$ cat config.mk
export PLATFORM = sky130hd
export DESIGN_NAME = pixel_blend_modes_top
export DESIGN_NICKNAME = d
export VERILOG_FILES = /design/src/hdl/pbm_pkg.sv /design/src/hdl/pbm_blend.sv /design/src/hdl/pbm_mix.sv /design/src/hdl/pixel_blend_modes_top.sv
export SDC_FILE = /design/constraint.sdc
export NUM_CORES = 2
export LEC_CHECK = 0
export BUFFER_PORTS_ARGS = -buffer_cell sky130_fd_sc_hd__buf_2
export CORE_ASPECT_RATIO = 2
export CORE_MARGIN = 3
export CORE_UTILIZATION = 68
export CTS_CLUSTER_DIAMETER = 80
export DETAILED_ROUTE_END_ITERATION = 8
export GPL_ROUTABILITY_DRIVEN = 0
export PLACE_DENSITY = 0.82
export SYNTH_ARGS = -nofsm -noshare
export SYNTH_HDL_FRONTEND = slang
export SYNTH_SLANG_ARGS = --single-unit
$ cat constraint.sdc
create_clock -name clk_i -period 80.9 [get_ports clk_i]
set_input_delay 16.18 -clock clk_i [delete_from_list [all_inputs] [get_ports clk_i]]
set_output_delay 16.18 -clock clk_i [all_outputs]
set_load 0.005 [all_outputs]
$ cat src/hdl/pbm_pkg.sv
// pbm_pkg: shared types, constants and helpers for the pixel blend pipeline
// no dependencies
package pbm_pkg;

  localparam int unsigned CH_W    = 8;   // color channel width
  localparam int unsigned ALPHA_W = 9;   // alpha / opacity, value over 256
  localparam int unsigned AQ_W    = 17;  // effective alpha in Q16, up to 1.0
  localparam int unsigned BQ_W    = 16;  // blended value with 8 fraction bits
  localparam int unsigned Y_W     = 17;  // scaled channel product
  localparam int unsigned T_W     = 18;  // product plus rounding offset
  localparam int unsigned QT_W    = 10;  // quotient by 255
  localparam int unsigned P1_W    = 25;  // dst times (1 - a)
  localparam int unsigned P2_W    = 33;  // blended times a
  localparam int unsigned SUM_W   = 33;
  localparam int unsigned NSTG    = 5;   // pipeline stages

  localparam logic [AQ_W-1:0]    ALPHA_ONE       = 17'd65536;
  localparam logic [AQ_W-1:0]    ALPHA_THRESHOLD = 17'd655;
  localparam logic [BQ_W-1:0]    FULL_Q8         = 16'd65280;
  localparam logic [ALPHA_W-1:0] FRAC_ONE        = 9'd256;
  localparam logic [CH_W-1:0]    CH_MAX          = 8'd255;
  localparam logic [T_W-1:0]     CEIL_OFS        = 18'd254;
  localparam logic [T_W-1:0]     DIV_255         = 18'd255;

  typedef enum logic [1:0] {
    MODE_NORMAL   = 2'd0,
    MODE_MULTIPLY = 2'd1,
    MODE_SCREEN   = 2'd2,
    MODE_OVERLAY  = 2'd3
  } mode_e;

  typedef enum logic {
    CFG_MODE    = 1'b0,
    CFG_OPACITY = 1'b1
  } cfg_idx_e;

  // per-lane control: pipeline advance and current blend mode
  typedef struct packed {
    logic  en;
    mode_e mode;
  } pbm_ctrl_t;

  function automatic logic [ALPHA_W-1:0] sat256(input logic [ALPHA_W-1:0] v);
    sat256 = (v > FRAC_ONE) ? FRAC_ONE : v;
  endfunction

endpackage

$ cat src/hdl/pbm_blend.sv
// pbm_blend: three-stage per-channel blend value (Q8) for the selected mode
// depends on pbm_pkg
module pbm_blend import pbm_pkg::*; (
  input  logic            clk_i,
  input  pbm_ctrl_t       ctrl_i,
  input  logic [CH_W-1:0] dst_i,
  input  logic [CH_W-1:0] src_i,
  output logic [BQ_W-1:0] b_o,
  output logic [CH_W-1:0] dst_o
);

  // stage 1: operand selection and 8x8 product
  logic [CH_W-1:0]   inv_s, inv_d, op_x, op_z;
  logic              dbl, use_ceil, invert, pass_src;
  logic [2*CH_W-1:0] prod;
  logic [Y_W-1:0]    y_d;

  logic [Y_W-1:0]  y_q1;
  logic            ceil_q1, inv_q1, norm_q1;
  logic [CH_W-1:0] s_q1, d_q1;

  assign inv_s = CH_MAX - src_i;
  assign inv_d = CH_MAX - dst_i;

  always_comb begin
    op_x     = src_i;
    op_z     = dst_i;
    dbl      = 1'b0;
    use_ceil = 1'b0;
    invert   = 1'b0;
    pass_src = 1'b0;
    unique case (ctrl_i.mode)
      MODE_NORMAL: begin
        pass_src = 1'b1;
      end
      MODE_MULTIPLY: begin
        op_x = src_i;
        op_z = dst_i;
      end
      MODE_SCREEN: begin
        op_x     = inv_s;
        op_z     = inv_d;
        use_ceil = 1'b1;
        invert   = 1'b1;
      end
      MODE_OVERLAY: begin
        dbl = 1'b1;
        // upper half of dst uses the screen-like branch
        if (dst_i[CH_W-1]) begin
          op_x     = inv_s;
          op_z     = inv_d;
          use_ceil = 1'b1;
          invert   = 1'b1;
        end
      end
      default: begin
        pass_src = 1'b1;
      end
    endcase
  end

  assign prod = (2*CH_W)'(op_x) * (2*CH_W)'(op_z);
  assign y_d  = dbl ? {prod, 1'b0} : {1'b0, prod};

  always_ff @(posedge clk_i) begin
    if (ctrl_i.en) begin
      y_q1    <= y_d;
      ceil_q1 <= use_ceil;
      inv_q1  <= invert;
      norm_q1 <= pass_src;
      s_q1    <= src_i;
      d_q1    <= dst_i;
    end
  end

  // stage 2: quotient estimate by 255 via multiply by 257
  // y*256/255 = y + y/255, so only y/255 is needed
  logic [T_W-1:0]    t_d;
  logic [T_W+7:0]    tmul;
  logic [QT_W-1:0]   q0_d;

  logic [T_W-1:0]  t_q2;
  logic [QT_W-1:0] q0_q2;
  logic [Y_W-1:0]  y_q2;
  logic            inv_q2, norm_q2;
  logic [CH_W-1:0] s_q2, d_q2;

  assign t_d  = {1'b0, y_q1} + (ceil_q1 ? CEIL_OFS : '0);
  assign tmul = {t_d, 8'd0} + {8'd0, t_d};
  assign q0_d = tmul[T_W+7:16];

  always_ff @(posedge clk_i) begin
    if (ctrl_i.en) begin
      t_q2    <= t_d;
      q0_q2   <= q0_d;
      y_q2    <= y_q1;
      inv_q2  <= inv_q1;
      norm_q2 <= norm_q1;
      s_q2    <= s_q1;
      d_q2    <= d_q1;
    end
  end

  // stage 3: one-step correction and blended value
  logic [T_W-1:0]  q255, rem;
  logic [QT_W-1:0] quot;
  logic [Y_W-1:0]  qq;
  logic [BQ_W-1:0] b_d;

  logic [BQ_W-1:0] b_q3;
  logic [CH_W-1:0] d_q3;

  assign q255 = {q0_q2, 8'd0} - {8'd0, q0_q2};
  assign rem  = t_q2 - q255;
  assign quot = (rem >= DIV_255) ? q0_q2 + QT_W'(1) : q0_q2;
  assign qq   = y_q2 + Y_W'(quot);

  always_comb begin
    if (norm_q2) begin
      b_d = {s_q2, 8'd0};
    end else if (inv_q2) begin
      b_d = (qq > Y_W'(FULL_Q8)) ? '0 : FULL_Q8 - qq[BQ_W-1:0];
    end else begin
      b_d = (qq > Y_W'(FULL_Q8)) ? FULL_Q8 : qq[BQ_W-1:0];
    end
  end

  always_ff @(posedge clk_i) begin
    if (ctrl_i.en) begin
      b_q3 <= b_d;
      d_q3 <= d_q2;
    end
  end

  assign b_o   = b_q3;
  assign dst_o = d_q3;

endmodule

$ cat src/hdl/pbm_mix.sv
// pbm_mix: two-stage alpha mix of destination and blended value, one channel
// depends on pbm_pkg
module pbm_mix import pbm_pkg::*; (
  input  logic            clk_i,
  input  logic            en_i,
  input  logic [AQ_W-1:0] alpha_i,
  input  logic            changed_i,
  input  logic [BQ_W-1:0] b_i,
  input  logic [CH_W-1:0] dst_i,
  output logic [CH_W-1:0] out_o
);

  // stage 4: the two products
  logic [AQ_W-1:0] one_minus_a;
  logic [P1_W-1:0] p1_q;
  logic [P2_W-1:0] p2_q;
  logic [CH_W-1:0] d_q4;

  assign one_minus_a = ALPHA_ONE - alpha_i;

  always_ff @(posedge clk_i) begin
    if (en_i) begin
      p1_q <= P1_W'(dst_i) * P1_W'(one_minus_a);
      p2_q <= P2_W'(b_i) * P2_W'(alpha_i);
      d_q4 <= dst_i;
    end
  end

  // stage 5: sum and take the integer part
  logic [SUM_W-1:0] sum;
  logic [CH_W-1:0]  out_d, out_q;

  assign sum   = {p1_q, 8'd0} + p2_q;
  assign out_d = changed_i ? sum[31:24] : d_q4;

  always_ff @(posedge clk_i) begin
    if (en_i) begin
      out_q <= out_d;
    end
  end

  assign out_o = out_q;

endmodule

$ cat src/hdl/pixel_blend_modes_top.sv
// pixel_blend_modes_top: five-stage pixel blender, three channel lanes
// depends on pbm_pkg, pbm_blend, pbm_mix
//
// One pixel enters per clock; the whole pipeline advances together, so an output
// stall holds every stage and in_ready_o follows out_ready_i while the
// output register is full. Stage 1 forms the effective alpha (alpha times
// opacity, Q16) and the per-channel 8x8 product, stages 2 and 3 divide by
// 255 with a reciprocal multiply and one correction step, stage 4 holds
// the two mix products and stage 5 the output. Pixels with effective alpha
// at or below 655 come out as the destination with changed_o low. The user
// must write the blend mode and opacity through the cfg port only while
// no pixel is in flight; the block itself does not enforce this.
module pixel_blend_modes_top import pbm_pkg::*; (
  input  logic               clk_i,
  input  logic               rst_ni,
  input  logic               cfg_we_i,
  input  logic               cfg_idx_i,
  input  logic [ALPHA_W-1:0] cfg_data_i,
  input  logic               in_valid_i,
  output logic               in_ready_o,
  input  logic [CH_W-1:0]    dst_blue_i,
  input  logic [CH_W-1:0]    dst_green_i,
  input  logic [CH_W-1:0]    dst_red_i,
  input  logic [CH_W-1:0]    src_blue_i,
  input  logic [CH_W-1:0]    src_green_i,
  input  logic [CH_W-1:0]    src_red_i,
  input  logic [ALPHA_W-1:0] pixel_alpha_i,
  output logic               out_valid_o,
  input  logic               out_ready_i,
  output logic [CH_W-1:0]    out_blue_o,
  output logic [CH_W-1:0]    out_green_o,
  output logic [CH_W-1:0]    out_red_o,
  output logic               changed_o
);

  // configuration registers
  mode_e              mode_q;
  logic [ALPHA_W-1:0] opacity_q;

  always_ff @(posedge clk_i or negedge rst_ni) begin
    if (!rst_ni) begin
      mode_q    <= MODE_NORMAL;
      opacity_q <= FRAC_ONE;
    end else if (cfg_we_i) begin
      unique case (cfg_idx_e'(cfg_idx_i))
        CFG_MODE:    mode_q    <= mode_e'(cfg_data_i[1:0]);
        CFG_OPACITY: opacity_q <= cfg_data_i;
        default: ;
      endcase
    end
  end

  // pipeline control
  logic            en;
  logic [NSTG-1:0] v_q;
  pbm_ctrl_t       ctrl;

  assign en          = !v_q[NSTG-1] || out_ready_i;
  assign in_ready_o  = en;
  assign out_valid_o = v_q[NSTG-1];
  assign ctrl        = '{en: en, mode: mode_q};

  always_ff @(posedge clk_i or negedge rst_ni) begin
    if (!rst_ni) begin
      v_q <= '0;
    end else if (en) begin
      v_q <= {v_q[NSTG-2:0], in_valid_i};
    end
  end

  // effective alpha and threshold, carried beside the lanes
  logic [AQ_W-1:0]      a_prod;
  logic [AQ_W-1:0]      a_q1, a_q2, a_q3;
  logic [NSTG-1:0]      chg_q;

  assign a_prod = AQ_W'(sat256(pixel_alpha_i)) * AQ_W'(sat256(opacity_q));

  always_ff @(posedge clk_i) begin
    if (en) begin
      a_q1 <= a_prod;
      a_q2 <= a_q1;
      a_q3 <= a_q2;
    end
  end

  always_ff @(posedge clk_i or negedge rst_ni) begin
    if (!rst_ni) begin
      chg_q <= '0;
    end else if (en) begin
      chg_q <= {chg_q[NSTG-2:0], (a_prod > ALPHA_THRESHOLD)};
    end
  end

  // channel lanes: blue, green, red
  logic [CH_W-1:0] dst_ch [3];
  logic [CH_W-1:0] src_ch [3];
  logic [CH_W-1:0] res_ch [3];
  logic [BQ_W-1:0] b_ch   [3];
  logic [CH_W-1:0] d3_ch  [3];

  assign dst_ch[0] = dst_blue_i;
  assign dst_ch[1] = dst_green_i;
  assign dst_ch[2] = dst_red_i;
  assign src_ch[0] = src_blue_i;
  assign src_ch[1] = src_green_i;
  assign src_ch[2] = src_red_i;

  for (genvar c = 0; c < 3; c++) begin : g_lane
    pbm_blend u_blend (
      .clk_i  (clk_i),
      .ctrl_i (ctrl),
      .dst_i  (dst_ch[c]),
      .src_i  (src_ch[c]),
      .b_o    (b_ch[c]),
      .dst_o  (d3_ch[c])
    );

    pbm_mix u_mix (
      .clk_i     (clk_i),
      .en_i      (en),
      .alpha_i   (a_q3),
      .changed_i (chg_q[NSTG-2]),
      .b_i       (b_ch[c]),
      .dst_i     (d3_ch[c]),
      .out_o     (res_ch[c])
    );
  end

  assign out_blue_o  = res_ch[0];
  assign out_green_o = res_ch[1];
  assign out_red_o   = res_ch[2];
  assign changed_o   = chg_q[NSTG-1];

  // a stalled result keeps its data
  assert property (@(posedge clk_i) disable iff (!rst_ni)
    out_valid_o && !out_ready_i |=> out_valid_o && $stable(out_blue_o)
      && $stable(out_green_o) && $stable(out_red_o) && $stable(changed_o))
    else $error("stalled result changed");

  // zero alpha never marks the pixel as blended
  assert property (@(posedge clk_i) disable iff (!rst_ni)
    in_valid_i && in_ready_o && (pixel_alpha_i == '0) |=> !chg_q[0])
    else $error("zero alpha flagged as changed");

  // an accepted item occupies the first stage on the next edge
  assert property (@(posedge clk_i) disable iff (!rst_ni)
    in_valid_i && in_ready_o |=> v_q[0])
    else $error("accepted item lost at stage one");

  // a flagged item carries an effective alpha above threshold
  assert property (@(posedge clk_i) disable iff (!rst_ni)
    v_q[0] && chg_q[0] |-> (a_q1 > ALPHA_THRESHOLD) && (a_q1 <= ALPHA_ONE))
    else $error("effective alpha out of range for blended item");

endmodule

Yosys cells after proc, flatten, opt, wreduce, memory -nomap -nowiden
Index checks and enable logic that the tools add are counted.

operators by class
  add/subtract/negate cells = 31
  $mul = 10
  magnitude comparators = 9
  equality and inequality tests = 2
  muxes and demuxes = 46
  bitwise logic cells = 1
  reduce and logical (&&, ||, !) cells = 5

operators with widths
  operator                                               number
  2-to-1 mux 16 bit                                      15
  adder 32 bit                                           3
  multiplier 16 x 17 -> 32 bit                           3
  2-to-1 mux 8 bit                                       12
  one-hot mux 8 bit (2 select lines)                     6
  adder 26 x 18 -> 26 bit                                3
  multiplier 8 x 17 -> 24 bit                            3
  adder 17 x 18 -> 18 bit                                3
  >= comparator 18 x 8 -> 1 bit (second input constant)  3
  subtractor 18 x 10 -> 18 bit                           3
  subtractor 18 bit                                      3
  adder 17 x 10 -> 17 bit                                3
  > comparator 17 x 16 -> 1 bit (second input constant)  3
  multiplier 8 x 8 -> 16 bit                             3
  subtractor 16 bit (first input constant)               3
  subtractor 8 bit (first input constant)                6
  adder 10 x 1 -> 10 bit (second input constant)         3
  2-to-1 mux 10 bit                                      3
  > comparator 9 bit (second input constant)             2
  2-to-1 mux 9 bit                                       2
  > comparator 17 x 10 -> 1 bit (second input constant)  1
  multiplier 9 x 9 -> 17 bit                             1
  subtractor 17 bit (first input constant)               1
  one-hot mux 1 bit (2 select lines)                     3
  other kinds (7)                                        13

word-level totals
  flip-flop bits (word level) = 650
  input port bits = 72
  output and inout bits = 27
  logic and storage cells = 170

Longest topological paths before layout
  word-level depth = 9
  depth in mapped cells = 28
  mapped depth without buffers = 28

By module
From an unflattened synthesis, not the netlist that was laid out.

unflattened totals
  cell total of the unflattened synthesis = 8390
  area total of the unflattened synthesis = 81037.7 um^2

by module, submodules not included
  module                              times used  cells each  area each (um^2)  seq. area each (um^2)
  pbm_blend at g_lane[1].u_blend ...  2           985         9673.0            3633.5
  pbm_mix at g_lane[0].u_mix          1           1704        15817.7           1921.8
  pbm_mix at g_lane[1].u_mix          1           1658        15627.5           1921.8
  pbm_mix at g_lane[2].u_mix          1           1629        15456.1           1921.8
  pbm_blend at g_lane[0].u_blend      1           1001        9848.2            3633.5
  pixel_blend_modes_top               1           428         4942.2            2058.2

Worst setup path before layout
Ideal clock, no wire load.

  kind = input-to-output
  start = input port out_ready_i
  end = output port in_ready_o
  data arrival time = 32.800 ns
  data required time = 64.720 ns
  path slack = 31.920 ns
  stages on the path = 2
  buffers on the path = 1
  path through = nand2b_1 -> clkbuf_1

on the way
  longest elaborated chain between the ends = 1

RTL lines
  element           line                         RTL
  start, declared   pixel_blend_modes_top.sv:29  input logic out_ready_i,
  logical OR 1 bit  pixel_blend_modes_top.sv:58  assign en = !v_q[NSTG-1] || out_ready_i;
  end, declared     pixel_blend_modes_top.sv:20  output logic in_ready_o,

Every way passes these cells.

Worst setup path after layout
Same ends and word-level chain as after synthesis.

==> metrics <==
Tmin final 33.18 ns; Setup crit start kind input port; die area 120,000 um^2; largest net degree at the start of global routing 180; Final Hold Fails 0; worst skew pair latency 0.71 ns; drt drc 0; share of cells above drive strength 1 5.03%; Max-Cap Viols 0; Die W 246 um; Reg clk slew, reported paths 0.07 ns; Worst Setup End Kind output port; initial core utilization 68.7%; P&R area growth vs syn 4.73%; Top Ports 99; Post-synth EDFFs 602; Final Max Tran Viols 0; slew margin rel. 11.0%; largest family of logic cells by synthesized area adder cells; ys flop type edfxtp_1; root buf cell clkbuf_16; DRT Pass-1 Iters 5; Synth Area in Adders 39.8%; Seq/Total Area, Yosys 23.7%; Final HPWL DP 152 mm; Chip Height 487 um; final setup fails 0; port buffer count 98; CTS Hold Buffers Added 0; drt total wl 197 mm; setup bufs post-CTS 0; hold_ws 0.414 ns; clock buffer depth 3; Synth Warn # 0; Worst Path Class, Setup in -> out; Cells after Synth 8,123; status complete, no violations; Iter 0 DRT Violations 3,552; pre-CTS setup slack 47.70 ns; DR vias/cell 6.08; fin worst setup slack 47.72 ns; GRT Util Overall 33.8%; final antenna-violating net count 0; RSZ-0062 raised after global routing no; Critical Path Fanout Max 34; core area 114,000 um^2; mux share of post-synthesis cell area 0.795%; post-synthesis compound-gate area fraction 8.10%; XOR/XNOR Fraction of Synth Area 4.35%; flops & latches, synth 623; CP arrival 17.00 ns; Worst-Margin Slew 1.32 ns; clock buffer count from CTS 59; data required time of the worst path 64.72 ns; Async SR Flop Fraction 3.37%; clk_skew 0.0794 ns; cell area after synthesis 78,600 um^2; via count 58,123; CTS tree built; Synth Area in Simple Gates 14.8%; Hold Path Class reg -> reg; number of cell rows 175; global-route wire length before repair 315 mm; global route overflow 0; initial antenna violation count 3; CTS H-tree lvls 2; Nets 9,940; final worst-path cycle share 41.0%; setup TNS 0 ns; syn avg cell area 9.67 um^2; Cell variety after synth 111; CTS resizes 0; net count after synthesis 10,063; Sink Count 623; number of global-route vias before repair 63,329; Fmax 30.1 MHz; Avg WL per Cell 20.6 um
[Yosys cell counts (all sizes together) (12+ instances only)]
master,n,area share (%)
a31oi,31,0.30
a311oi,12,0.15
mux2i,20,0.25
nor2b,57,0.45
buf,20,0.13
nor3,110,0.71
or2,40,0.32
xor2,111,1.2
nand4,26,0.21
o21a,44,0.42
mux2,37,0.54
nand2,1079,5.2
edfxtp,602,23
clkbuf,321,1.5
nor2,315,1.5
a21o,107,1.0
a2111oi,17,0.25
nor4,24,0.22
ha,814,13
and2,531,4.2
o21ai,270,1.7
a21boi,19,0.18
nand2b,56,0.45
and3,37,0.30
o31ai,22,0.21
or3,33,0.26
fa,1054,27
a21oi,306,2.0
nand3,97,0.62
o21bai,22,0.22
a211oi,34,0.34
xnor2,278,3.1
dfrtp,20,0.64
o211ai,13,0.12
inv,1405,6.7
[worst paths after layout]
check | from | endpoint | slack [ns] | cells past startpoint
max in group asynchronous | rst_ni | chg_q[3] | 64.97 | 1
max reg2reg | a_q3[10] | g_lane[1].u_mix.p2_q[31] | 72.58 | 25
min in group asynchronous | rst_ni | opacity_q[1] | 15.48 | 1
min | g_lane[0].u_blend.d_q2[1] | g_lane[0].u_blend.dst_o[1] | 0.41 | 0
min reg2reg | g_lane[0].u_blend.d_q2[1] | g_lane[0].u_blend.dst_o[1] | 0.41 | 0
max | out_ready_i | in_ready_o | 47.72 | 3
[layer usage]
layer	part of all wire (%)	GRT usage, %
met5	0.014	0
met4	9.8	27.2
met3	6.2	4.45
met2	53	62.2
met1	31	33.6
[cells by family after synthesis]
family          count (synthesis)
fa+ha+maj                    1868
buf+inv                      1749
mux                            57
xor+xnor                      389
compound gates                993
simple gates                 2444
flops                         623
[sequential cells by signal, indices dropped and copies added, names as in the netlist, 9 cells and up]
signal                cells
g_lane.u_blend.s_q1      24
g_lane.u_blend.d_q2      24
g_lane.u_blend.dst_o     24
a_q3                     17
g_lane.u_blend.q0_q2     30
g_lane.u_mix.p1_q        72
g_lane.u_blend.d_q1      24
g_lane.u_mix.p2_q        72
g_lane.u_blend.t_q2      51
a_q1                     17
g_lane.u_blend.s_q2      24
g_lane.u_blend.y_q2      51
a_q2                     17
g_lane.u_mix.out_o       24
g_lane.u_blend.y_q1      51
opacity_q                 9
g_lane.u_mix.d_q4        24
g_lane.u_blend.b_o       48
[final cells by class]
type / instances / area, um^2
Antenna cell: 2 / 5.00
Multi-Input combinational cell: 5751 / 53500
Inverter: 1406 / 5280
Clock buffer: 71 / 1530
Tap cell: 1504 / 1880
Clock inverter: 41 / 523
Sequential cell: 623 / 18600
Timing Repair Buffer: 159 / 961
Fill cell: 8133 / 32000
[cell usage in the layout (no fill, tap or decap), types with 35 or more instances in the layout]
cell type	netlist	routed
o21ai_0	252	249
inv_1	1405	1405
clkbuf_16	0	59
a21oi_1	296	296
mux2_2	35	35
nand2b_1	56	55
xnor2_1	277	271
nand2_1	1077	1076
nand3_1	97	97
nor2b_1	57	57
xor2_1	111	103
a21o_1	105	105
edfxtp_1	602	602
o21a_1	44	44
nor2_1	314	314
and2_1	531	531
and3_1	36	36
nor3_1	109	108
ha_1	814	814
fa_1	1054	1054
or2_2	37	37
buf_2	2	98
buf_4	0	60
[critical path: stages]
cell and delay [ns]:
buf_2 0.08, nand2b_4 0.47, buf_2 0.22
[per-stage QoR]
step | std cells | area (um^2) | util (%)
final | 9557 | 82300 | 72.0
after global routing | 9556 | 82300 | 72.0
after CTS | 9555 | 82300 | 72.0
after detailed placement | 9443 | 80200 | 70.2
after global placement | 9443 | 80200 | 70.2
after floorplan | 8123 | 78600 | -
Power is left out: the tool's default activity adds up to more than one toggle a clock period on the data nets, which glitch-free logic cannot reach.
